[config.mk]
export PLATFORM = sky130hd
export DESIGN_NAME = ring_fifo_with_overwrite
export DESIGN_NICKNAME = d
export VERILOG_FILES = /design/src/rtl/rfo_pkg.sv /design/src/rtl/rfo_cell.sv /design/src/rtl/rfo_ctrl.sv /design/src/rtl/ring_fifo_with_overwrite.sv
export SDC_FILE = /design/constraint.sdc
export NUM_CORES = 1
export LEC_CHECK = 0
export BUFFER_PORTS_ARGS = -buffer_cell sky130_fd_sc_hd__buf_2
export CAP_MARGIN = 15
export CORE_MARGIN = 1
export CORE_UTILIZATION = 51
export DETAILED_ROUTE_END_ITERATION = 8
export PLACE_DENSITY = 0.76
export SLEW_MARGIN = 25
export SYNTH_ARGS = -nofsm -noshare
export SYNTH_HDL_FRONTEND = slang
export SYNTH_SLANG_ARGS = --single-unit
[constraint.sdc]
create_clock -name clock -period 12.85 [get_ports clock]
set_input_delay 1.285 -clock clock [delete_from_list [all_inputs] [get_ports clock]]
set_output_delay 1.285 -clock clock [all_outputs]
set_load 0.02 [all_outputs]
[src/rtl/rfo_pkg.sv]
`timescale 1ns / 1ps
// Shared types and constants for the ring FIFO with overwrite.
// No dependencies; imported by every module of the block.
package rfo_pkg;

   localparam int DEPTH_DEFAULT      = 16;
   localparam int DATA_WIDTH_DEFAULT = 32;
   localparam int FIELD_W            = 32;
   localparam int CAP_W              = 5;
   localparam int CAP_RESET          = 16;

   typedef enum logic [1:0] {
      ACT_WRITE     = 2'd0,
      ACT_READ      = 2'd1,
      ACT_OVERWRITE = 2'd2,
      ACT_CLEAR     = 2'd3
   } action_type;

   typedef enum logic [1:0] {
      ST_OK    = 2'd0,
      ST_FULL  = 2'd1,
      ST_EMPTY = 2'd2
   } status_type;

   typedef struct packed {
      action_type         action;
      logic [FIELD_W-1:0] data_in;
   } req_type;

   typedef struct packed {
      logic [FIELD_W-1:0] data_out;
      status_type         status;
   } rsp_type;

   typedef struct packed {
      logic shift;
      logic load;
   } cell_ctrl_type;

   typedef struct packed {
      status_type status;
      logic       take_head;
   } op_result_type;

endpackage

[src/rtl/rfo_cell.sv]
`timescale 1ns / 1ps
// One storage cell of the shifting FIFO chain.
// Depends on rfo_pkg for the cell control struct.
module rfo_cell #(
   parameter int DATA_WIDTH = rfo_pkg::DATA_WIDTH_DEFAULT
) (
   input  logic                  clock,
   input  rfo_pkg::cell_ctrl_type ctrl,
   input  logic [DATA_WIDTH-1:0] load_data,
   input  logic [DATA_WIDTH-1:0] next_data,
   output logic [DATA_WIDTH-1:0] data
);
   import rfo_pkg::*;

   logic [DATA_WIDTH-1:0] data_ff;
   logic [DATA_WIDTH-1:0] data_in;

   always_comb begin
      priority if (ctrl.load) begin
         data_in = load_data;
      end else if (ctrl.shift) begin
         data_in = next_data;
      end else begin
         data_in = data_ff;
      end
   end

   always_ff @(posedge clock) begin
      data_ff <= data_in;
   end

   assign data = data_ff;

endmodule

[src/rtl/rfo_ctrl.sv]
`timescale 1ns / 1ps
// Fill count, capacity register and per-cell shift/load decode.
// Depends on rfo_pkg; drives the rfo_cell chain.
module rfo_ctrl #(
   parameter int DEPTH = rfo_pkg::DEPTH_DEFAULT
) (
   input  logic                          clock,
   input  logic                          reset,
   input  logic                          fire,
   input  rfo_pkg::action_type           action,
   input  logic                          csr_we,
   input  logic [rfo_pkg::CAP_W-1:0]     csr_wdata,
   output rfo_pkg::cell_ctrl_type        cell_ctrl [DEPTH],
   output rfo_pkg::op_result_type        result
);
   import rfo_pkg::*;

   localparam int CNT_W = $clog2(DEPTH + 1);
   localparam int IDX_W = $clog2(DEPTH);
   localparam int CAP_RST_INT = (CAP_RESET > DEPTH) ? DEPTH : CAP_RESET;
   localparam logic [CNT_W-1:0] CAP_RST = CNT_W'(CAP_RST_INT);

   logic [CNT_W-1:0] fill_ff, fill_in;
   logic [CNT_W-1:0] cap_ff, cap_in;
   logic [CNT_W-1:0] fill_dec;
   logic [IDX_W-1:0] pos;
   logic             full, empty, shift, load;
   logic [DEPTH-1:0] load_vec;

   assign full     = fill_ff >= cap_ff;
   assign empty    = fill_ff == '0;
   assign fill_dec = fill_ff - CNT_W'(1);

   always_comb begin
      if (32'(csr_wdata) == 32'd0) begin
         cap_in = CNT_W'(1);
      end else if (32'(csr_wdata) > 32'(DEPTH)) begin
         cap_in = CNT_W'(DEPTH);
      end else begin
         cap_in = CNT_W'(csr_wdata);
      end
   end

   always_comb begin
      fill_in          = fill_ff;
      shift            = 1'b0;
      load             = 1'b0;
      pos              = fill_ff[IDX_W-1:0];
      result.status    = ST_OK;
      result.take_head = 1'b0;
      unique case (action)
         ACT_WRITE: begin
            if (full) begin
               result.status = ST_FULL;
            end else begin
               load    = 1'b1;
               fill_in = fill_ff + CNT_W'(1);
            end
         end
         ACT_READ: begin
            if (empty) begin
               result.status = ST_EMPTY;
            end else begin
               result.take_head = 1'b1;
               shift            = 1'b1;
               fill_in          = fill_dec;
            end
         end
         ACT_OVERWRITE: begin
            load = 1'b1;
            if (full) begin
               shift = 1'b1;
               pos   = fill_dec[IDX_W-1:0];
            end else begin
               fill_in = fill_ff + CNT_W'(1);
            end
         end
         ACT_CLEAR: begin
            fill_in = '0;
         end
         default: begin
            fill_in = fill_ff;
         end
      endcase
   end

   for (genvar i = 0; i < DEPTH; i++) begin : g_dec
      assign load_vec[i]        = fire && load && (pos == IDX_W'(i));
      assign cell_ctrl[i].load  = load_vec[i];
      assign cell_ctrl[i].shift = fire && shift;
   end

   always_ff @(posedge clock) begin
      if (reset) begin
         fill_ff <= '0;
         cap_ff  <= CAP_RST;
      end else if (csr_we) begin
         fill_ff <= '0;
         cap_ff  <= cap_in;
      end else if (fire) begin
         fill_ff <= fill_in;
      end
   end

   a_fill_in_range: assert property (@(posedge clock) disable iff (reset)
      fill_ff <= cap_ff)
      else $error("fill count above capacity");

   a_one_load: assert property (@(posedge clock) disable iff (reset)
      $onehot0(load_vec))
      else $error("more than one cell loaded");

   a_csr_empties: assert property (@(posedge clock) disable iff (reset)
      csr_we |=> (fill_ff == '0) && (cap_ff != '0) && (cap_ff <= CNT_W'(DEPTH)))
      else $error("capacity write left buffer non-empty or capacity out of range");

endmodule

[src/rtl/ring_fifo_with_overwrite.sv]
`timescale 1ns / 1ps
// Ring FIFO with overwrite, built as a shifting chain of storage cells.
// Responses are registered; the output register refills as it drains.
// Throughput: one transfer per cycle, paused while a response is stalled.
// Reset: synchronous; empties the buffer and sets capacity to min(16, DEPTH).
// Depends on rfo_pkg, rfo_cell and rfo_ctrl.
module ring_fifo_with_overwrite #(
   parameter int DEPTH      = rfo_pkg::DEPTH_DEFAULT,
   parameter int DATA_WIDTH = rfo_pkg::DATA_WIDTH_DEFAULT
) (
   input  logic                      clock,
   input  logic                      reset,
   input  logic                      req_valid,
   output logic                      req_stall,
   input  rfo_pkg::req_type          req_data,
   output logic                      rsp_valid,
   input  logic                      rsp_stall,
   output rfo_pkg::rsp_type          rsp_data,
   input  logic                      csr_we,
   input  logic [rfo_pkg::CAP_W-1:0] csr_wdata
);
   import rfo_pkg::*;

   logic                  fire;
   logic                  rsp_valid_ff, rsp_valid_in;
   rsp_type               rsp_data_ff, rsp_data_in;
   cell_ctrl_type         cell_ctrl [DEPTH];
   op_result_type         result;
   logic [DATA_WIDTH-1:0] wdata;
   logic [DATA_WIDTH-1:0] cell_data [DEPTH];

   assign req_stall = rsp_valid_ff && rsp_stall;
   assign fire      = req_valid && !req_stall;
   assign wdata     = DATA_WIDTH'(req_data.data_in);

   rfo_ctrl #(
      .DEPTH (DEPTH)
   ) u_ctrl (
      .clock     (clock),
      .reset     (reset),
      .fire      (fire),
      .action    (req_data.action),
      .csr_we    (csr_we),
      .csr_wdata (csr_wdata),
      .cell_ctrl (cell_ctrl),
      .result    (result)
   );

   for (genvar i = 0; i < DEPTH; i++) begin : g_cell
      if (i == DEPTH - 1) begin : g_last
         rfo_cell #(
            .DATA_WIDTH (DATA_WIDTH)
         ) u_cell (
            .clock     (clock),
            .ctrl      (cell_ctrl[i]),
            .load_data (wdata),
            .next_data (wdata),
            .data      (cell_data[i])
         );
      end else begin : g_mid
         rfo_cell #(
            .DATA_WIDTH (DATA_WIDTH)
         ) u_cell (
            .clock     (clock),
            .ctrl      (cell_ctrl[i]),
            .load_data (wdata),
            .next_data (cell_data[i+1]),
            .data      (cell_data[i])
         );
      end
   end

   always_comb begin
      rsp_valid_in = rsp_valid_ff && rsp_stall;
      rsp_data_in  = rsp_data_ff;
      if (fire) begin
         rsp_valid_in         = 1'b1;
         rsp_data_in.status   = result.status;
         rsp_data_in.data_out = result.take_head ? FIELD_W'(cell_data[0]) : '0;
      end
   end

   always_ff @(posedge clock) begin
      if (reset) begin
         rsp_valid_ff <= 1'b0;
      end else begin
         rsp_valid_ff <= rsp_valid_in;
      end
   end

   always_ff @(posedge clock) begin
      rsp_data_ff <= rsp_data_in;
   end

   assign rsp_valid = rsp_valid_ff;
   assign rsp_data  = rsp_data_ff;

   a_fire_gives_rsp: assert property (@(posedge clock) disable iff (reset)
      fire |=> rsp_valid_ff)
      else $error("accepted request produced no response");

   a_fail_zero_data: assert property (@(posedge clock) disable iff (reset)
      rsp_valid_ff && (rsp_data_ff.status != ST_OK) |-> rsp_data_ff.data_out == '0)
      else $error("failed action returned nonzero data");

endmodule

Word-level counts from Yosys, hierarchy flattened

Index checks and enable logic that the tools add are counted.

Logic and storage cells: 138
Output and inout port bits: 36
Register bits: 557
Input port bits: 44

Add/sub/neg operators: 2
Reduce and logical (&&, ||, !) cells: 44
$lt $le $gt $ge: 2
Eq/ne operators: 20
Multiplexer cells: 49

Operator list:

| operator                                          | number |
|---|---|
| two-way mux 32 bit                                | 32 |
| == test 4 bit (second input constant)             | 8 |
| nonzero test 2 bit                                | 16 |
| logical AND 1 bit                                 | 20 |
| two-way mux 5 bit                                 | 4 |
| == test 4 x 3 -> 1 bit (second input constant)    | 4 |
| case mux 5 bit (3 select lines)                   | 1 |
| logical NOT 5 bit                                 | 2 |
| == test 4 x 2 -> 1 bit (second input constant)    | 2 |
| two-way mux 4 bit                                 | 2 |
| two-way mux 1 bit                                 | 6 |
| adder 5 x 1 -> 5 bit (second input constant)      | 1 |
| greater-or-equal comparator 5 bit                 | 1 |
| > comparator 5 bit (second input constant)        | 1 |
| subtractor 5 x 1 -> 5 bit (second input constant) | 1 |
| == test 2 bit (second input constant)             | 2 |
| == test 4 x 1 -> 1 bit (second input constant)    | 1 |
| logical NOT 4 bit                                 | 1 |
| inequality test 2 bit (second input constant)     | 2 |
| case mux 1 bit (2 select lines)                   | 2 |
| case mux 2 bit (2 select lines)                   | 1 |
| OR reduction 2 bit                                | 2 |
| AND reduction 3 bit                               | 1 |
| == test 2 x 1 -> 1 bit (second input constant)    | 1 |
| other kinds (3)                                   | 3 |

Logic depth before layout (Yosys ltp)

Depth in word-level cells: 6
Gate-level depth with buffers: 11
Mapped depth without buffers: 8

Modules after synthesis

Synthesis repeated with hierarchy kept, for this count alone.

Cells, all modules: 1373
Area, all modules: 26875.8 µm²

By module, submodules not included:

| module                   | instances | cells an instance | sequential area each (µm²) | area each (µm²) |
|---|---|---|---|---|
| rfo_cell                 | 16        | 69                | 960.9                      | 1507.7 |
| rfo_ctrl                 | 1         | 195               | 200.2                      | 1435.1 |
| ring_fifo_with_overwrite | 1         | 74                | 1041.0                     | 1317.5 |

Least setup slack after synthesis

OpenSTA, ideal clock, no wires.

Path kind: input to register
Start: input port rsp_stall
End: register g_cell[5].g_mid.u_cell.data_ff[0], enable pin
Data arrival time: 5.377 ns
Slack: 7.008 ns
Stages: 6
Data required time: 12.384 ns
Path buffers: 1
Cell sequence: and2_1 nor2b_1 clkbuf_1 nor2b_1 mux2i_1 o21ai_0

Cells in the longest elaborated chain, start to end: 6
Elaborated cells on any way between the ends: 7

RTL lines:

| item                             | RTL line                       | RTL |
|---|---|---|
| start: declaration               | ring_fifo_with_overwrite.sv:17 | `input logic rsp_stall,` |
| logical AND 1 bit (*)            | ring_fifo_with_overwrite.sv:32 | `assign req_stall = rsp_valid_ff && rsp_stall;` |
| logical NOT 1 bit (*)            | ring_fifo_with_overwrite.sv:33 | `assign fire = req_valid && !req_stall;` |
| logical AND 1 bit (*)            | ring_fifo_with_overwrite.sv:33 |  |
| net fire                         | ring_fifo_with_overwrite.sv:24 | `logic fire;` |
| logical AND 1 bit (2 in a row)   | rfo_ctrl.sv:88                 | `assign load_vec[i] = fire && load && (pos == IDX_W'(i));` |
| nonzero test 2 bit (no line) (*) | -                              |  |
| end signal: assignment           | rfo_cell.sv:29                 | `data_ff <= data_in;` |
| end: declaration                 | rfo_cell.sv:15                 | `logic [DATA_WIDTH-1:0] data_ff;` |

The timed path passes the listed nets; every way through them passes the cells marked *.
A chain may end at the register's enable or synchronous reset.

Final worst setup path

Start: register u_ctrl.fill_ff[0]
End: register g_cell[2].g_mid.u_cell.data_ff[3], enable pin

Cells in the longest elaborated chain, start to end: 6
Elaborated cells on any way between the ends: 15

RTL lines:

| item                                                                           | RTL line                       | RTL |
|---|---|---|
| start: declaration                                                             | rfo_ctrl.sv:23                 | `logic [CNT_W-1:0] fill_ff, fill_in;` |
| start signal: assignment                                                       | rfo_ctrl.sv:101                | `fill_ff <= fill_in;` |
| subtractor 5 x 1 -> 5 bit or greater-or-equal comparator 5 bit (tied branches) | rfo_ctrl.sv:32, rfo_ctrl.sv:30 |  |
| two-way mux 4 bit or two-way mux 1 bit (tied branches)                         | rfo_ctrl.sv:71, rfo_ctrl.sv:53 |  |
| two-way mux 4 bit or case mux 1 bit (2 select lines) (tied branches)           | rfo_ctrl.sv:51                 | `unique case (action)` |
| == test 4 x 2 -> 1 bit or logical AND 1 bit (tied branches)                    | rfo_ctrl.sv:88                 |  |
| logical AND 1 bit                                                              | rfo_ctrl.sv:88                 |  |
| nonzero test 2 bit (no line) (*)                                               | -                              |  |
| end signal: assignment                                                         | rfo_cell.sv:29                 |  |
| end: declaration                                                               | rfo_cell.sv:15                 |  |

Mark *: on every way between the ends. The rest lies on a longest branch, timed or not.

==> impl_metrics.yaml <==
place:
  place.gp.congestion: 0.794
  place_hpwl_um: 24500
  numPortBuffers: 79
  dp_slack_ns: 7.65
  placed_cells: 1937
cts:
  cts-root-buf: "clkbuf_16"
  htree_levels: 2
  insertion_delay_ns: 0.60
  clkSlewWorstSetupHoldPaths_ns: 0.06
  hold_buffers: 0
  numCtsBuffers: 55
  postCtsSetupRepairBufs: 0
  cts_max_path_buffers: 3
  ctsResizeCount: 0
  clock_sinks: 557
  cts_tree: "built"
layout:
  finalNonFillerCells: 2039
  area_growth_pct: 11.1
  fill_cells: 3349
  nNetsFinal: 1450
  num_antenna_cells: 0
  drive_above_1_share_pct: 41.3
logic_synthesis:
  synth_ff_type: "edfxtp_1"
  avgSynthCellArea_um2: 17.9
  synth.largest_area_cell: "edfxtp_1"
  synth-seq-area-share_pct: 69.8
  synthMuxAreaShare_pct: 23.1
  synthSimpleGateAreaFrac_pct: 2.83
  ys_warn_count: 0
  yosys.area_share.xor_xnor_pct: 0
  synth.top_cell.area_share_pct: 68.9
  synthArstFlopShare_pct: 0
  yosys-top-cells-count: "edfxtp_1 (546), mux2_2 (394), mux2_1 (86)"
  netlist_area_um2: 23800
  synth.net_count: 1383
  ys_seq_elements: 557
  synth.distinct_cells: 49
  synth_edf_count: 546
  yosysMostFrequentCell: "edfxtp_1"
  synth_top_family_by_area: "multiplexers"
  synthCells: 1328
  synth-compound-area-share_pct: 1.39
  synthAdderAreaFrac_pct: 0.578
  synth.area.top_cells: "edfxtp_1 (69%), mux2_2 (19%), mux2_1 (4.1%)"
global_route:
  grt_pass1_wl_um: 62300
  grt_use_total_pct: 16.4
  antenna_found_initial: 0
  grt_pass1_vias: 11700
  use_met3_pct: 2.61
  overflow: 0
  grt_max_degree: 41
  top_usage_layer: "met2"
  use_met1_pct: 22.3
  grt.met2_usage_pct: 27.0
worst_setup_path:
  cp-end-kind: "flop"
  crit_arrival_ns: 4.83
  ff2ff_setup_slack_ns: 8.23
  path_max_fanout: 33
  cp_data_required_time_ns: 13.06
  startpoint_type: "flop"
  worst-setup-path-type: "flop to flop"
power:
  power_w: 0.00372
  p_per_area_nw_per_um2: 141
  power_leakage_nw: 8.90
  vdd_drop_max_v: 0.0000950
sta:
  final_hold_viol_count: 0
  tightest_slew_ns: 0.878
  fin_crit_sh_pct: 36.0
  setup_tns_ns: 0
  skew_ns: 0.0228
  fmax_mhz: 216
  rsz0062_at_grt: "no"
  drv_slew: 0
  period_needed_ns: 4.62
  setup_violations: 0
  relSlewSlack_pct: 41.4
  setup_slack_ns: 8.23
floorplan:
  start_util_pct: 52.1
  floorplan.die_area_um2: 47500
  coreArea_um2: 45700
  die_h_um: 218
  rows: 78
  die_w_um: 218
  ios: 80
routing:
  drt-vias-per-instance: 5.51
  wl_per_cell_um: 18.5
  dr.pass1.iters: 5
  drc: 0
  drt_iter0_drc: 755
  wl_um: 37700
  via_count: 11200
  detail-route-antenna-nets: 0
status:
  status: "finished, final reports clean"
hold_path:
  hold_class: "flop to flop"
job:
  drv_cap: 0
## where the power goes
| part | switching (W) | total (W) | internal [W] |
|---|---|---|---|
| registers | 0.00000860 | 0.00203 | 0.00202 |
| logic | 0.0000942 | 0.000143 | 0.0000486 |
| clock network | 0.000651 | 0.00155 | 0.000897 |
## state kept, by name (all words and copies together) (netlist names)
signal and cells:
u_ctrl.cap_ff 5, u_ctrl.fill_ff 5, rsp_valid 1, g_cell.g_last.u_cell.data 32, g_cell.g_mid.u_cell.data 480, rsp_data 34
## layout make-up
| type | count | area, µm² | share of cell area, % |
|---|---|---|---|
| clock inverters | 32 | 292 | 1.10 |
| well taps | 600 | 751 | 2.84 |
| repair buffers | 103 | 616 | 2.33 |
| inverters | 9 | 33.8 | 0.128 |
| clock buffers | 69 | 1450 | 5.49 |
| flip-flops and latches | 557 | 16600 | 62.9 |
| multi-input cells | 669 | 6680 | 25.3 |
## worst max-delay path, cell delays in order (launching register included)
cell and delay [ns]:
dfxtp_1 0.54, inv_1 0.24, ha_1 0.33, nor2b_1 0.05, o21ai_1 0.40, a21oi_1 0.29, o31ai_2 0.67, nand3_2 0.81
nand2_2 0.90
## metrics by stage
step	cell area, µm²	utilization (%)	hold WS [ns]
after floorplan	23800	-	0.448
after global placement	24600	53.9	0.476
after detailed placement	24700	54.0	0.488
after CTS	26400	57.8	0.500
after global routing	26400	57.9	0.530
final	26400	57.9	0.495
## placed cells by master (no fill, tap or decap), types with 4 or more instances in the layout
cell         n
a211oi_1     4
a21oi_1      9
a2bb2oi_1    4
and2_1      35
and3_1       5
buf_2       79
buf_4       22
bufinv_16    5
clkbuf_1    13
clkbuf_16   56
clkinv_1    16
clkinv_2     5
dfxtp_1     11
edfxtp_1   546
ha_1        11
inv_1        9
mux2_1      86
mux2_2     394
mux2i_1      6
nand2_1     20
nand2_2      6
nand2b_1     8
nand3_1      5
nand3_2      4
nor2_1      19
nor2b_1      6
nor3_1       4
o21ai_0      5
## cells by family after synthesis
family / Yosys count
adder cells (fa/ha/maj): 11
multiplexers: 487
buffers and inverters: 102
flip-flops: 557
AO/OA/AOI/OAI: 46
AND/OR/NAND/NOR: 125
## metal layers
layer / vias to the layer above / wire [µm]
met5: - / 0
met4: 0 / 818
met3: 65 / 1520
met2: 233 / 18100
met1: 5624 / 17200
li1: 5306 / -
## path summary, 6_finish.rpt
kind                                                     start                                  endpoint  depth (start not counted)
worst max-delay path            u_ctrl.fill_ff[0]$_SDFFE_PP0P_  g_cell[2].g_mid.u_cell.data[3]$_DFFE_PP_                          8
worst min register to register   u_ctrl.cap_ff[0]$_SDFFE_PP0P_             u_ctrl.cap_ff[0]$_SDFFE_PP0P_                          2
worst min-delay path             u_ctrl.cap_ff[0]$_SDFFE_PP0P_             u_ctrl.cap_ff[0]$_SDFFE_PP0P_                          2
worst max register to register  u_ctrl.fill_ff[0]$_SDFFE_PP0P_  g_cell[2].g_mid.u_cell.data[3]$_DFFE_PP_                          8
Power figures use the tool's default switching activity.
